## config.mk

```make
export PLATFORM = sky130hd
export DESIGN_NAME = l3_bus_byte_master_core
export DESIGN_NICKNAME = d
export VERILOG_FILES = /design/src/design/l3bm_pkg.sv /design/src/design/l3bm_step.sv /design/src/design/l3bm_cfg.sv /design/src/design/l3_bus_byte_master_core.sv
export SDC_FILE = /design/constraint.sdc
export NUM_CORES = 1
export LEC_CHECK = 0
export ABC_AREA = 1
export ABC_CLOCK_PERIOD_IN_PS = 3200
export BUFFER_PORTS_ARGS = -buffer_cell sky130_fd_sc_hd__buf_2
export CAP_MARGIN = 20
export CORE_AREA = 2 2 84 147
export DETAILED_ROUTE_END_ITERATION = 16
export DIE_AREA = 0 0 86 149
export PLACE_DENSITY = 0.74
export SLEW_MARGIN = 10
export SYNTH_ARGS = -nofsm -noshare
export SYNTH_HDL_FRONTEND = slang
export SYNTH_SLANG_ARGS = --single-unit
```

## constraint.sdc

```tcl
create_clock -name clock -period 3.2 [get_ports clock]
set_input_delay 0.32 -clock clock [delete_from_list [all_inputs] [get_ports clock]]
set_output_delay 0.32 -clock clock [all_outputs]
set_load 0.05 [all_outputs]
```

## src/design/l3bm_pkg.sv

```systemverilog
// ============================================================================
// l3bm_pkg
// Types, codes and helpers shared by the three-wire bus byte master.
// ============================================================================
package l3bm_pkg;

   localparam int CNT_W = 10;

   localparam logic [2:0] OP_ADDRESS     = 3'd0;
   localparam logic [2:0] OP_FIRST_WRITE = 3'd1;
   localparam logic [2:0] OP_LATER_WRITE = 3'd2;
   localparam logic [2:0] OP_FIRST_READ  = 3'd3;
   localparam logic [2:0] OP_LATER_READ  = 3'd4;

   localparam logic [2:0] PH_IDLE  = 3'd0;
   localparam logic [2:0] PH_HALT  = 3'd1;
   localparam logic [2:0] PH_SETUP = 3'd2;
   localparam logic [2:0] PH_LOW   = 3'd3;
   localparam logic [2:0] PH_HIGH  = 3'd4;
   localparam logic [2:0] PH_HOLD  = 3'd5;

   localparam logic [2:0] REG_CLOCK_LOW  = 3'd0;
   localparam logic [2:0] REG_CLOCK_HIGH = 3'd1;
   localparam logic [2:0] REG_HALT       = 3'd2;
   localparam logic [2:0] REG_MODE_SETUP = 3'd3;
   localparam logic [2:0] REG_MODE_HOLD  = 3'd4;

   localparam logic [2:0] LAST_BIT = 3'd7;

   typedef struct packed {
      logic       start_req;
      logic [2:0] op;
      logic [7:0] byte_value;
      logic       sda_in;
   } req_word_type;

   typedef struct packed {
      logic       scl_level;
      logic       scl_driven;
      logic       sda_level;
      logic       sda_driven;
      logic       mode_level;
      logic       busy_res;
      logic       byte_done;
      logic [7:0] read_byte;
   } rsp_word_type;

   typedef struct packed {
      logic mode;
      logic sda_drv;
      logic sda;
      logic scl_drv;
      logic scl;
   } pin_type;

   typedef struct packed {
      logic [2:0]       phase;
      logic [CNT_W-1:0] tick_count;
      logic [2:0]       bit_index;
      logic [7:0]       shift_byte;
      logic [2:0]       latched_op;
      pin_type          pins;
   } state_type;

   typedef struct packed {
      logic [CNT_W-1:0] clock_low;
      logic [CNT_W-1:0] clock_high;
      logic [CNT_W-1:0] halt;
      logic [CNT_W-1:0] mode_setup;
      logic [CNT_W-1:0] mode_hold;
   } cfg_type;

   // a zero length is treated as a length of one
   function automatic logic [CNT_W-1:0] span(input logic [CNT_W-1:0] r);
      span = (r == '0) ? CNT_W'(1) : r;
   endfunction

   function automatic logic op_reads(input logic [2:0] op);
      op_reads = (op == OP_FIRST_READ) || (op == OP_LATER_READ);
   endfunction

endpackage

```

## src/design/l3bm_step.sv

```systemverilog
// ============================================================================
// l3bm_step
// One tick of the bus sequencer: next state and result word.
// ============================================================================
module l3bm_step
   import l3bm_pkg::*;
(
   input  state_type    cur,
   input  cfg_type      cfg,
   input  req_word_type req,
   output state_type    nxt,
   output rsp_word_type rsp
);

   logic             rd_new;
   logic [2:0]       op_eff;
   logic             rd_cur;
   logic [CNT_W-1:0] tick_inc;
   logic [CNT_W-1:0] len;
   logic [2:0]       low_bit;
   logic             done;
   logic [7:0]       rbyte;

   always_comb begin
      nxt      = cur;
      done     = 1'b0;
      rbyte    = '0;
      op_eff   = (req.op > OP_LATER_READ) ? OP_LATER_WRITE : req.op;
      rd_new   = op_reads(op_eff);
      rd_cur   = op_reads(cur.latched_op);
      tick_inc = cur.tick_count + CNT_W'(1);
      low_bit  = (cur.phase == PH_SETUP) ? 3'd0 : cur.bit_index + 3'd1;

      unique case (cur.phase)
         PH_HALT:  len = span(cfg.halt);
         PH_SETUP: len = span(cfg.mode_setup);
         PH_LOW:   len = span(cfg.clock_low);
         PH_HIGH:  len = span(cfg.clock_high);
         default:  len = span(cfg.mode_hold);
      endcase

      if (cur.phase == PH_IDLE) begin
         if (req.start_req) begin
            nxt.latched_op   = op_eff;
            nxt.bit_index    = '0;
            nxt.tick_count   = '0;
            nxt.shift_byte   = rd_new ? 8'd0 : req.byte_value;
            nxt.pins         = '0;
            nxt.pins.scl     = 1'b1;
            nxt.pins.scl_drv = 1'b1;
            nxt.pins.sda     = !rd_new;
            nxt.pins.sda_drv = !rd_new;
            nxt.pins.mode    = (op_eff == OP_FIRST_WRITE) || (op_eff == OP_FIRST_READ);
            nxt.phase        = ((op_eff == OP_LATER_WRITE) || (op_eff == OP_LATER_READ))
                               ? PH_HALT : PH_SETUP;
         end
      end else begin
         nxt.tick_count = tick_inc;
         if (tick_inc >= len) begin
            nxt.tick_count = '0;
            unique case (cur.phase)
               PH_HALT: begin
                  nxt.pins.mode = 1'b1;
                  nxt.phase     = PH_SETUP;
               end
               PH_LOW: begin
                  if (rd_cur && req.sda_in) begin
                     nxt.shift_byte = cur.shift_byte | (8'd1 << cur.bit_index);
                  end
                  nxt.pins.scl     = 1'b1;
                  nxt.pins.scl_drv = 1'b1;
                  nxt.phase        = PH_HIGH;
               end
               PH_SETUP, PH_HIGH: begin
                  if (cur.phase == PH_HIGH && cur.bit_index >= LAST_BIT) begin
                     nxt.pins.mode = 1'b1;
                     nxt.phase     = PH_HOLD;
                  end else begin
                     // clock falls, next bit goes out
                     nxt.bit_index    = low_bit;
                     nxt.pins.scl     = 1'b0;
                     nxt.pins.scl_drv = 1'b1;
                     nxt.pins.sda     = !rd_cur && cur.shift_byte[low_bit];
                     nxt.pins.sda_drv = !rd_cur;
                     nxt.phase        = PH_LOW;
                  end
               end
               default: begin
                  nxt.pins      = '0;
                  nxt.pins.mode = 1'b1;
                  nxt.phase     = PH_IDLE;
                  done          = 1'b1;
                  rbyte         = rd_cur ? cur.shift_byte : 8'd0;
               end
            endcase
         end
      end

      rsp.scl_level  = nxt.pins.scl;
      rsp.scl_driven = nxt.pins.scl_drv;
      rsp.sda_level  = nxt.pins.sda;
      rsp.sda_driven = nxt.pins.sda_drv;
      rsp.mode_level = nxt.pins.mode;
      rsp.busy_res   = (nxt.phase != PH_IDLE);
      rsp.byte_done  = done;
      rsp.read_byte  = rbyte;
   end

endmodule

```

## src/design/l3bm_cfg.sv

```systemverilog
// ============================================================================
// l3bm_cfg
// Timing register file for the bus byte master.
// ============================================================================
module l3bm_cfg
   import l3bm_pkg::*;
(
   input  logic             clock,
   input  logic             reset,
   input  logic             csr_valid,
   input  logic [2:0]       csr_index,
   input  logic [CNT_W-1:0] csr_data,
   output cfg_type          cfg
);

   cfg_type cfg_ff;
   cfg_type cfg_in;

   always_comb begin
      cfg_in = cfg_ff;
      if (csr_valid) begin
         unique case (csr_index)
            REG_CLOCK_LOW:  cfg_in.clock_low  = csr_data;
            REG_CLOCK_HIGH: cfg_in.clock_high = csr_data;
            REG_HALT:       cfg_in.halt       = csr_data;
            REG_MODE_SETUP: cfg_in.mode_setup = csr_data;
            REG_MODE_HOLD:  cfg_in.mode_hold  = csr_data;
            default:        cfg_in = cfg_ff;
         endcase
      end
   end

   always_ff @(posedge clock) begin
      if (reset) begin
         cfg_ff.clock_low  <= CNT_W'(10);
         cfg_ff.clock_high <= CNT_W'(10);
         cfg_ff.halt       <= CNT_W'(1);
         cfg_ff.mode_setup <= CNT_W'(1);
         cfg_ff.mode_hold  <= CNT_W'(1);
      end else begin
         cfg_ff <= cfg_in;
      end
   end

   assign cfg = cfg_ff;

endmodule

```

## src/design/l3_bus_byte_master_core.sv

```systemverilog
// ============================================================================
// l3_bus_byte_master_core
// Three-wire bus master moving one byte per command, one tick per word.
// ============================================================================
//  channel  handshake             word
//  req      req_valid/req_stall   start_req, op, byte_value, sda_in
//  rsp      rsp_valid/rsp_stall   pin levels and drives, busy, done, read byte
//  csr      csr_valid/csr_ready   csr_index (0..4), csr_data (10 bits)
//
//  One req word per cycle while req_stall is low; its rsp word comes in the next cycle from the output register.
//  Sequencer state updates as the req word is taken; no req word is taken
//  while an rsp word is held by rsp_stall.
//  Synchronous reset: idle, mode high, other pins released, default timings.
//  csr writes are always taken (csr_ready high).
module l3_bus_byte_master_core
   import l3bm_pkg::*;
(
   input  logic             clock,
   input  logic             reset,
   input  logic             req_valid,
   output logic             req_stall,
   input  req_word_type     req_word,
   output logic             rsp_valid,
   input  logic             rsp_stall,
   output rsp_word_type     rsp_word,
   input  logic             csr_valid,
   output logic             csr_ready,
   input  logic [2:0]       csr_index,
   input  logic [CNT_W-1:0] csr_data
);

   state_type    state_ff;
   state_type    state_in;
   rsp_word_type rsp_word_ff;
   rsp_word_type rsp_word_in;
   logic         rsp_valid_ff;
   logic         take;
   cfg_type      cfg;

   assign csr_ready = 1'b1;
   assign req_stall = rsp_valid_ff && rsp_stall;
   assign take      = req_valid && !req_stall;

   l3bm_cfg u_cfg (
      .clock     (clock),
      .reset     (reset),
      .csr_valid (csr_valid),
      .csr_index (csr_index),
      .csr_data  (csr_data),
      .cfg       (cfg)
   );

   l3bm_step u_step (
      .cur (state_ff),
      .cfg (cfg),
      .req (req_word),
      .nxt (state_in),
      .rsp (rsp_word_in)
   );

   always_ff @(posedge clock) begin
      if (reset) begin
         // idle, mode high, clock and data released low
         state_ff     <= {PH_IDLE, CNT_W'(0), 3'd0, 8'd0, 3'd0, 5'b10000};
         rsp_valid_ff <= 1'b0;
      end else begin
         if (take) begin
            state_ff <= state_in;
         end
         if (take) begin
            rsp_valid_ff <= 1'b1;
         end else if (!rsp_stall) begin
            rsp_valid_ff <= 1'b0;
         end
      end
   end

   always_ff @(posedge clock) begin
      if (take) begin
         rsp_word_ff <= rsp_word_in;
      end
   end

   assign rsp_valid = rsp_valid_ff;
   assign rsp_word  = rsp_word_ff;

endmodule

```

==> results of run 1 <==
==> sequential cells by signal, summed over array words and instances (netlist names) <==
name,count
u_cfg.cfg,50
rsp_valid,1
rsp_word,15
state_ff,32
==> metal layers <==
metal	share of wire [%]	global-route usage (%)	wire [um]
met5	0	0	0
met4	5.7	14.8	810
met3	4.0	4.10	572
met2	54	42.1	7710
met1	36	22.9	5170
==> report_power, final <==
part           leakage [uW]  internal, uW  switching, uW
combinational       0.00165           287            561
clock              0.000138           593            445
sequential         0.000827          1320           44.3
==> kinds of logic after synthesis <==
kind of cell | count (synthesis) | share of synthesized area, %
AND/OR/NAND/NOR | 289 | 26.2
AO/OA/AOI/OAI | 167 | 18.5
buffers and inverters | 113 | 8.88
flip-flops | 98 | 41.1
adder cells (fa/ha/maj) | 17 | 4.14
XOR/XNOR | 7 | 1.19
other | 1 | 0.0729
==> worst max-delay path by stage <==
stage | from | end | slack (ns) | depth (start not counted)
floorplan | state_ff[29] | rsp_word[9] | 0.43 | 18
global placement | state_ff[29] | rsp_word[9] | 0.02 | 17
detailed placement | state_ff[29] | rsp_word[9] | -0.006 | 17
CTS | state_ff[29] | rsp_word[9] | 0.006 | 17
global route | state_ff[30] | rsp_word[9] | -0.03 | 19
finish | state_ff[30] | rsp_word[6] | 0.14 | 20
==> cell usage after synthesis (all sizes together) (5+ instances only) <==
library cell    n
a21oi          59
a221oi          5
buf             9
clkbuf         13
dfxtp          83
edfxtp         15
ha             17
inv            89
nand2         115
nand3          39
nand4           7
nor2          118
nor4            7
o211ai          7
o21ai          73
o22ai           5
xor2            5
==> worst max-delay path, delay by kind of cell, from the launching register on <==
family                   cells  cell delay (ns)
adder cells (fa/ha/maj)      1             0.30
AO/OA/AOI/OAI                2             0.36
AND/OR/NAND/NOR             11             1.12
buffers and inverters        6             0.63
flip-flops                   1             0.37
==> cell type report <==
type | instances | area share (%)
inverters | 91 | 6.01
well taps | 137 | 2.85
clock buffers | 14 | 4.58
clock inverters | 1 | 0.104
flip-flops and latches | 98 | 35.2
repair buffers | 75 | 7.37
multi-input cells | 481 | 43.8
==> stage by stage <==
| step | cells | power, uW | utilization (%) | worst slack (ns) |
|---|---|---|---|---|
| after global routing | 897 | 3400 | 51.2 | -0.0284 |
| after floorplan | 692 | 1930 | - | 0.425 |
| final | 897 | 3260 | 51.2 | 0.136 |
| after detailed placement | 872 | 2160 | 47.6 | -0.00561 |
| after global placement | 872 | 2150 | 47.6 | 0.0168 |
| after CTS | 887 | 3190 | 50.0 | 0.00573 |
==> repair_timing <==
action                     CTS  global route
buffers inserted             0            10
setup endpoints to repair    1            43
pin swaps                    0            10
resized for setup            1            26
hold buffers                 0             0
==> impl_metrics.env, run 1 <==
export IMPL_status="finished clean"
export IMPL_r2r_start="state_ff[30]"
export IMPL_wl_per_cell_um=15.9
export IMPL_regArea_um2=2120
export IMPL_grt_pass1_wl_mm=22.6
export IMPL_drcViolationCount=0
export IMPL_fill_cells=1169
export IMPL_num_antenna_cells=0
export IMPL_fin_tns_setup_ns=0
export IMPL_synth_edff_count=15
export IMPL_r2r_cells=20
export IMPL_ys_seq_elements=98
export IMPL_yosysTopAreaCell="dfxtp_1"
export IMPL_crit_path_end_kind="register"
export IMPL_cp_max_fo=8
export IMPL_final_cell_mix="nand2_1, nor2_1, dfxtp_1"
export IMPL_maxClockFrequency_ghz=0.326
export IMPL_fin_area_um2=6010
export IMPL_place_congestion=1.00
export IMPL_wirelength_mm=14.3
export IMPL_hold_violations=0
export IMPL_fp_dieArea_um2=12800
export IMPL_power_density_nw_per_um2=541
export IMPL_cp_data_arrival_time_ns=3.16
export IMPL_cpMaxStageDelayCell="dfxtp_4"
export IMPL_maxCapViolCount=0
export IMPL_clock_sinks=98
export IMPL_ys_flop_type="dfxtp_1"
export IMPL_synth_top_cell_area_share_pct=32.3
export IMPL_hold_class="input port to register"
export IMPL_hold_ws_ns=0.263
export IMPL_antenna_found_initial=0
export IMPL_final_common_cell="nand2_1"
export IMPL_cts_buffers=9
export IMPL_cts_clk_slew_worst_paths_ns=0.06
export IMPL_relSlewSlack_pct=56.2
export IMPL_holdCritStartpoint="req_valid"
export IMPL_p_leak_uw=0.00262
export IMPL_required_ns=3.30
export IMPL_grt_overflow=0
export IMPL_grt_max_degree=57
export IMPL_syn_inst=692
export IMPL_setup_viol=0
export IMPL_htree_levels=3
export IMPL_synth_distinct_cells=47
export IMPL_start_util_pct=43.8
export IMPL_dp_hpwl_mm=10.7
export IMPL_cts_path_max_buffers=2
export IMPL_port_buffer_count=47
export IMPL_period_share_pct=95.7
export IMPL_grt_usage_pct=22.9
export IMPL_core_area_um2=11700
export IMPL_slew_viol_final=0
export IMPL_yosysSeqAreaShare_pct=41.1
export IMPL_r2r_slack_ns=0.14
export IMPL_die_w_um=86
export IMPL_nNetsFinal=804
export IMPL_ant_nets=0
export IMPL_syn_area_per_cell_um2=7.43
export IMPL_synth_warnings=0
export IMPL_skew_ns=0.00844
export IMPL_ios=49
export IMPL_drtIter0Drc=245
export IMPL_path_common_cell="nand2_4"
export IMPL_syn_area_um2=5140
export IMPL_reg2reg_to="rsp_word[6]"
export IMPL_async_reset_ff_share_pct=0
export IMPL_syn_nets=740
export IMPL_irDropWorstVdd_v=0.000309
export IMPL_worstSetupPathType="register to register"
export IMPL_via_count=4826
export IMPL_drive_gt1_share_pct=19.9
export IMPL_first_global_vias=4671
export IMPL_critPathLaunchType="register"
export IMPL_multi_input_area_um2=2640
export IMPL_hold_path_depth=3
export IMPL_placed_area_um2=5580
export IMPL_period_minus_slack_ns=3.06
export IMPL_first_pass_iters=5
export IMPL_root_buffer="clkbuf_16"
export IMPL_synthTopCellsByArea="dfxtp_1, edfxtp_1, nand2_1"
export IMPL_path_cells="inv_4 > nand2_4 > nor2_8 > inv_2 > nand2_4 > nor2_4 > clkinv_4 > buf_2 > nand2_1 > o21ai_1 > ha_1 > inv_1 > nor2_1 > o211ai_1 > nand4_4 > nand2_4 > buf_4 > nor2_4 > nand2_2 > nor2_1"
export IMPL_cts_tree="yes"
export IMPL_via_per_inst=5.38
export IMPL_critPathMaxStageDelay_ns=0.37
export IMPL_area_growth_pct=17.0
export IMPL_die_y_um=149
export IMPL_holdPathEnd="rsp_valid"
export IMPL_fp_row_count=53
export IMPL_tightest_slew_ns=0.652
export IMPL_clkLatencyLatePin_ns=0.35
Note: power is estimated with default switching activity, not from simulation.
==> inputs of run 2 (changes only) <==
- SETUP_SLACK_MARGIN: unset -> 0.15
==> impl_metrics.env, run 2 (synthesis gave the netlist of run 1 again) <==
export IMPL_path_cells="inv_6 > nand2_8 > nor2_8 > inv_4 > nand2_4 > nor2_4 > buf_6 > a221oi_2 > o211ai_1 > o21ai_2 > ha_1 > a21oi_2 > o21a_1 > nand4_4 > nand2_4 > buf_4 > nor2_4 > nand2_4 > nor2_1"
export IMPL_slew_viol_final=0
export IMPL_final_cell_mix="nand2_1, nor2_1, dfxtp_1"
export IMPL_hold_violations=0
export IMPL_regArea_um2=2120
export IMPL_wirelength_mm=14.8
export IMPL_clock_sinks=98
export IMPL_core_area_um2=11700
export IMPL_root_buffer="clkbuf_16"
export IMPL_antenna_found_initial=0
export IMPL_die_w_um=86
export IMPL_ant_nets=0
export IMPL_grt_pass1_wl_mm=22.6
export IMPL_die_y_um=149
export IMPL_first_global_vias=4670
export IMPL_irDropWorstVdd_v=0.000314
export IMPL_maxClockFrequency_ghz=0.330
export IMPL_cp_max_fo=8
export IMPL_nNetsFinal=812
export IMPL_fp_row_count=53
export IMPL_drtIter0Drc=263
export IMPL_period_share_pct=94.6
export IMPL_multi_input_area_um2=2740
export IMPL_holdPathEnd="rsp_valid"
export IMPL_rsz0062_at_grt="true"
export IMPL_path_delay_family="simple AND/OR/NAND/NOR gates"
export IMPL_grt_max_degree=57
export IMPL_skew_ns=0.00749
export IMPL_reg2reg_to="rsp_word[6]"
export IMPL_cts_tree="yes"
export IMPL_tightest_slew_ns=0.859
export IMPL_grt_usage_pct=22.9
export IMPL_period_minus_slack_ns=3.03
export IMPL_place_congestion=1.00
export IMPL_via_count=4971
export IMPL_power_density_nw_per_um2=539
export IMPL_maxCapViolCount=0
export IMPL_fin_area_um2=6190
export IMPL_cp_num_buf_inv=4
export IMPL_final_common_cell="nand2_1"
export IMPL_num_antenna_cells=0
export IMPL_power_uw=3340
export IMPL_hold_path_depth=3
export IMPL_post_place_ws_ns=-0.00561
export IMPL_first_pass_iters=5
export IMPL_hold_class="input port to register"
export IMPL_cts_buffers=9
export IMPL_dp_hpwl_mm=10.7
export IMPL_p_leak_uw=0.00268
export IMPL_drcViolationCount=0
export IMPL_wl_per_cell_um=16.4
export IMPL_fin_tns_setup_ns=0
export IMPL_r2r_slack_ns=0.17
export IMPL_setup_viol=0
export IMPL_path_depth=19
export IMPL_cts_path_max_buffers=2
export IMPL_start_util_pct=43.8
export IMPL_critPathLaunchType="register"
export IMPL_htree_levels=3
export IMPL_area_growth_pct=20.4
export IMPL_required_ns=3.30
export IMPL_worst_slack_ns=0.174
export IMPL_fp_dieArea_um2=12800
export IMPL_hold_ws_ns=0.264
export IMPL_cts_hold_buf=0
export IMPL_cp_data_arrival_time_ns=3.12
export IMPL_relSlewSlack_pct=42.1
export IMPL_drive_gt1_share_pct=22.4
export IMPL_grt_overflow=0
export IMPL_holdCritStartpoint="req_valid"
export IMPL_fill_cells=1146
export IMPL_crit_path_end_kind="register"
export IMPL_critPathMaxStageDelay_ns=0.37
export IMPL_clkLatencyLatePin_ns=0.35
export IMPL_r2r_start="state_ff[29]"
export IMPL_ios=49
export IMPL_path_common_cell="nand2_4"
export IMPL_cpMaxStageDelayCell="dfxtp_4"
export IMPL_status="finished clean"
export IMPL_largest_reg_flops=50
export IMPL_cts_clk_slew_worst_paths_ns=0.07
export IMPL_placed_area_um2=5580
export IMPL_port_buffer_count=47
export IMPL_worstSetupPathType="register to register"
export IMPL_r2r_cells=19
export IMPL_via_per_inst=5.49
run 2: worst register-to-register path, cell delays in order, from the launching register on:
cell and delay, ns:
dfxtp_4 0.37, inv_6 0.09, nand2_8 0.07, nor2_8 0.14, inv_4 0.06, nand2_4 0.09
nor2_4 0.06, buf_6 0.12, a221oi_2 0.17, o211ai_1 0.15, o21ai_2 0.11, ha_1 0.29
a21oi_2 0.15, o21a_1 0.17, nand4_4 0.19, nand2_4 0.14, buf_4 0.16, nor2_4 0.06
nand2_4 0.14, nor2_1 0.06
run 2: what timing repair did:
item | in CTS | in global routing
cloned | 0 | 2
pin swaps | 0 | 21
setup endpoints to repair | 39 | 43
setup buffers | 0 | 16
gates resized for setup | 9 | 54
run 2: per-layer routing:
metal	up-vias	share of wire, %	GRT usage, %
met5	-	0	0
met2	165	54	42.3
met4	0	6.1	14.8
li1	2450	-	-
met1	2297	36	22.8
met3	59	4.4	4.10
run 2: final cells by class:
cell class              instances  share of cell area (%)
flip-flops and latches         98                    34.3
inverters                      91                    6.04
clock inverters                 1                   0.101
clock buffers                  14                    4.45
repair buffers                 81                    8.10
well taps                     137                    2.77
multi-input cells             483                    44.3
run 2: how the worst max path moves through the flow:
| stage | start | endpoint | slack, ns |
|---|---|---|---|
| after floorplan | state_ff[29] | rsp_word[9] | 0.43 |
| after global placement | state_ff[29] | rsp_word[9] | 0.02 |
| after detailed placement | state_ff[29] | rsp_word[9] | -0.006 |
| after CTS | state_ff[30] | rsp_word[9] | 0.15 |
| after global routing | u_cfg.cfg[40] | rsp_word[9] | 0.03 |
| final | state_ff[29] | rsp_word[6] | 0.17 |
run 2: where the power goes:
| group | total, uW | switching (uW) | internal, uW |
|---|---|---|---|
| Combinational | 931 | 606 | 324 |
| Sequential | 1370 | 47.7 | 1320 |
| Clock | 1040 | 444 | 593 |
run 2: through the flow:
stage / cells / utilization (%)
6_report: 905 / 52.8
4_1_cts: 887 / 50.2
5_1_grt: 905 / 52.8
3_3_place_gp: 872 / 47.6
2_1_floorplan: 692 / -
3_5_place_dp: 872 / 47.6
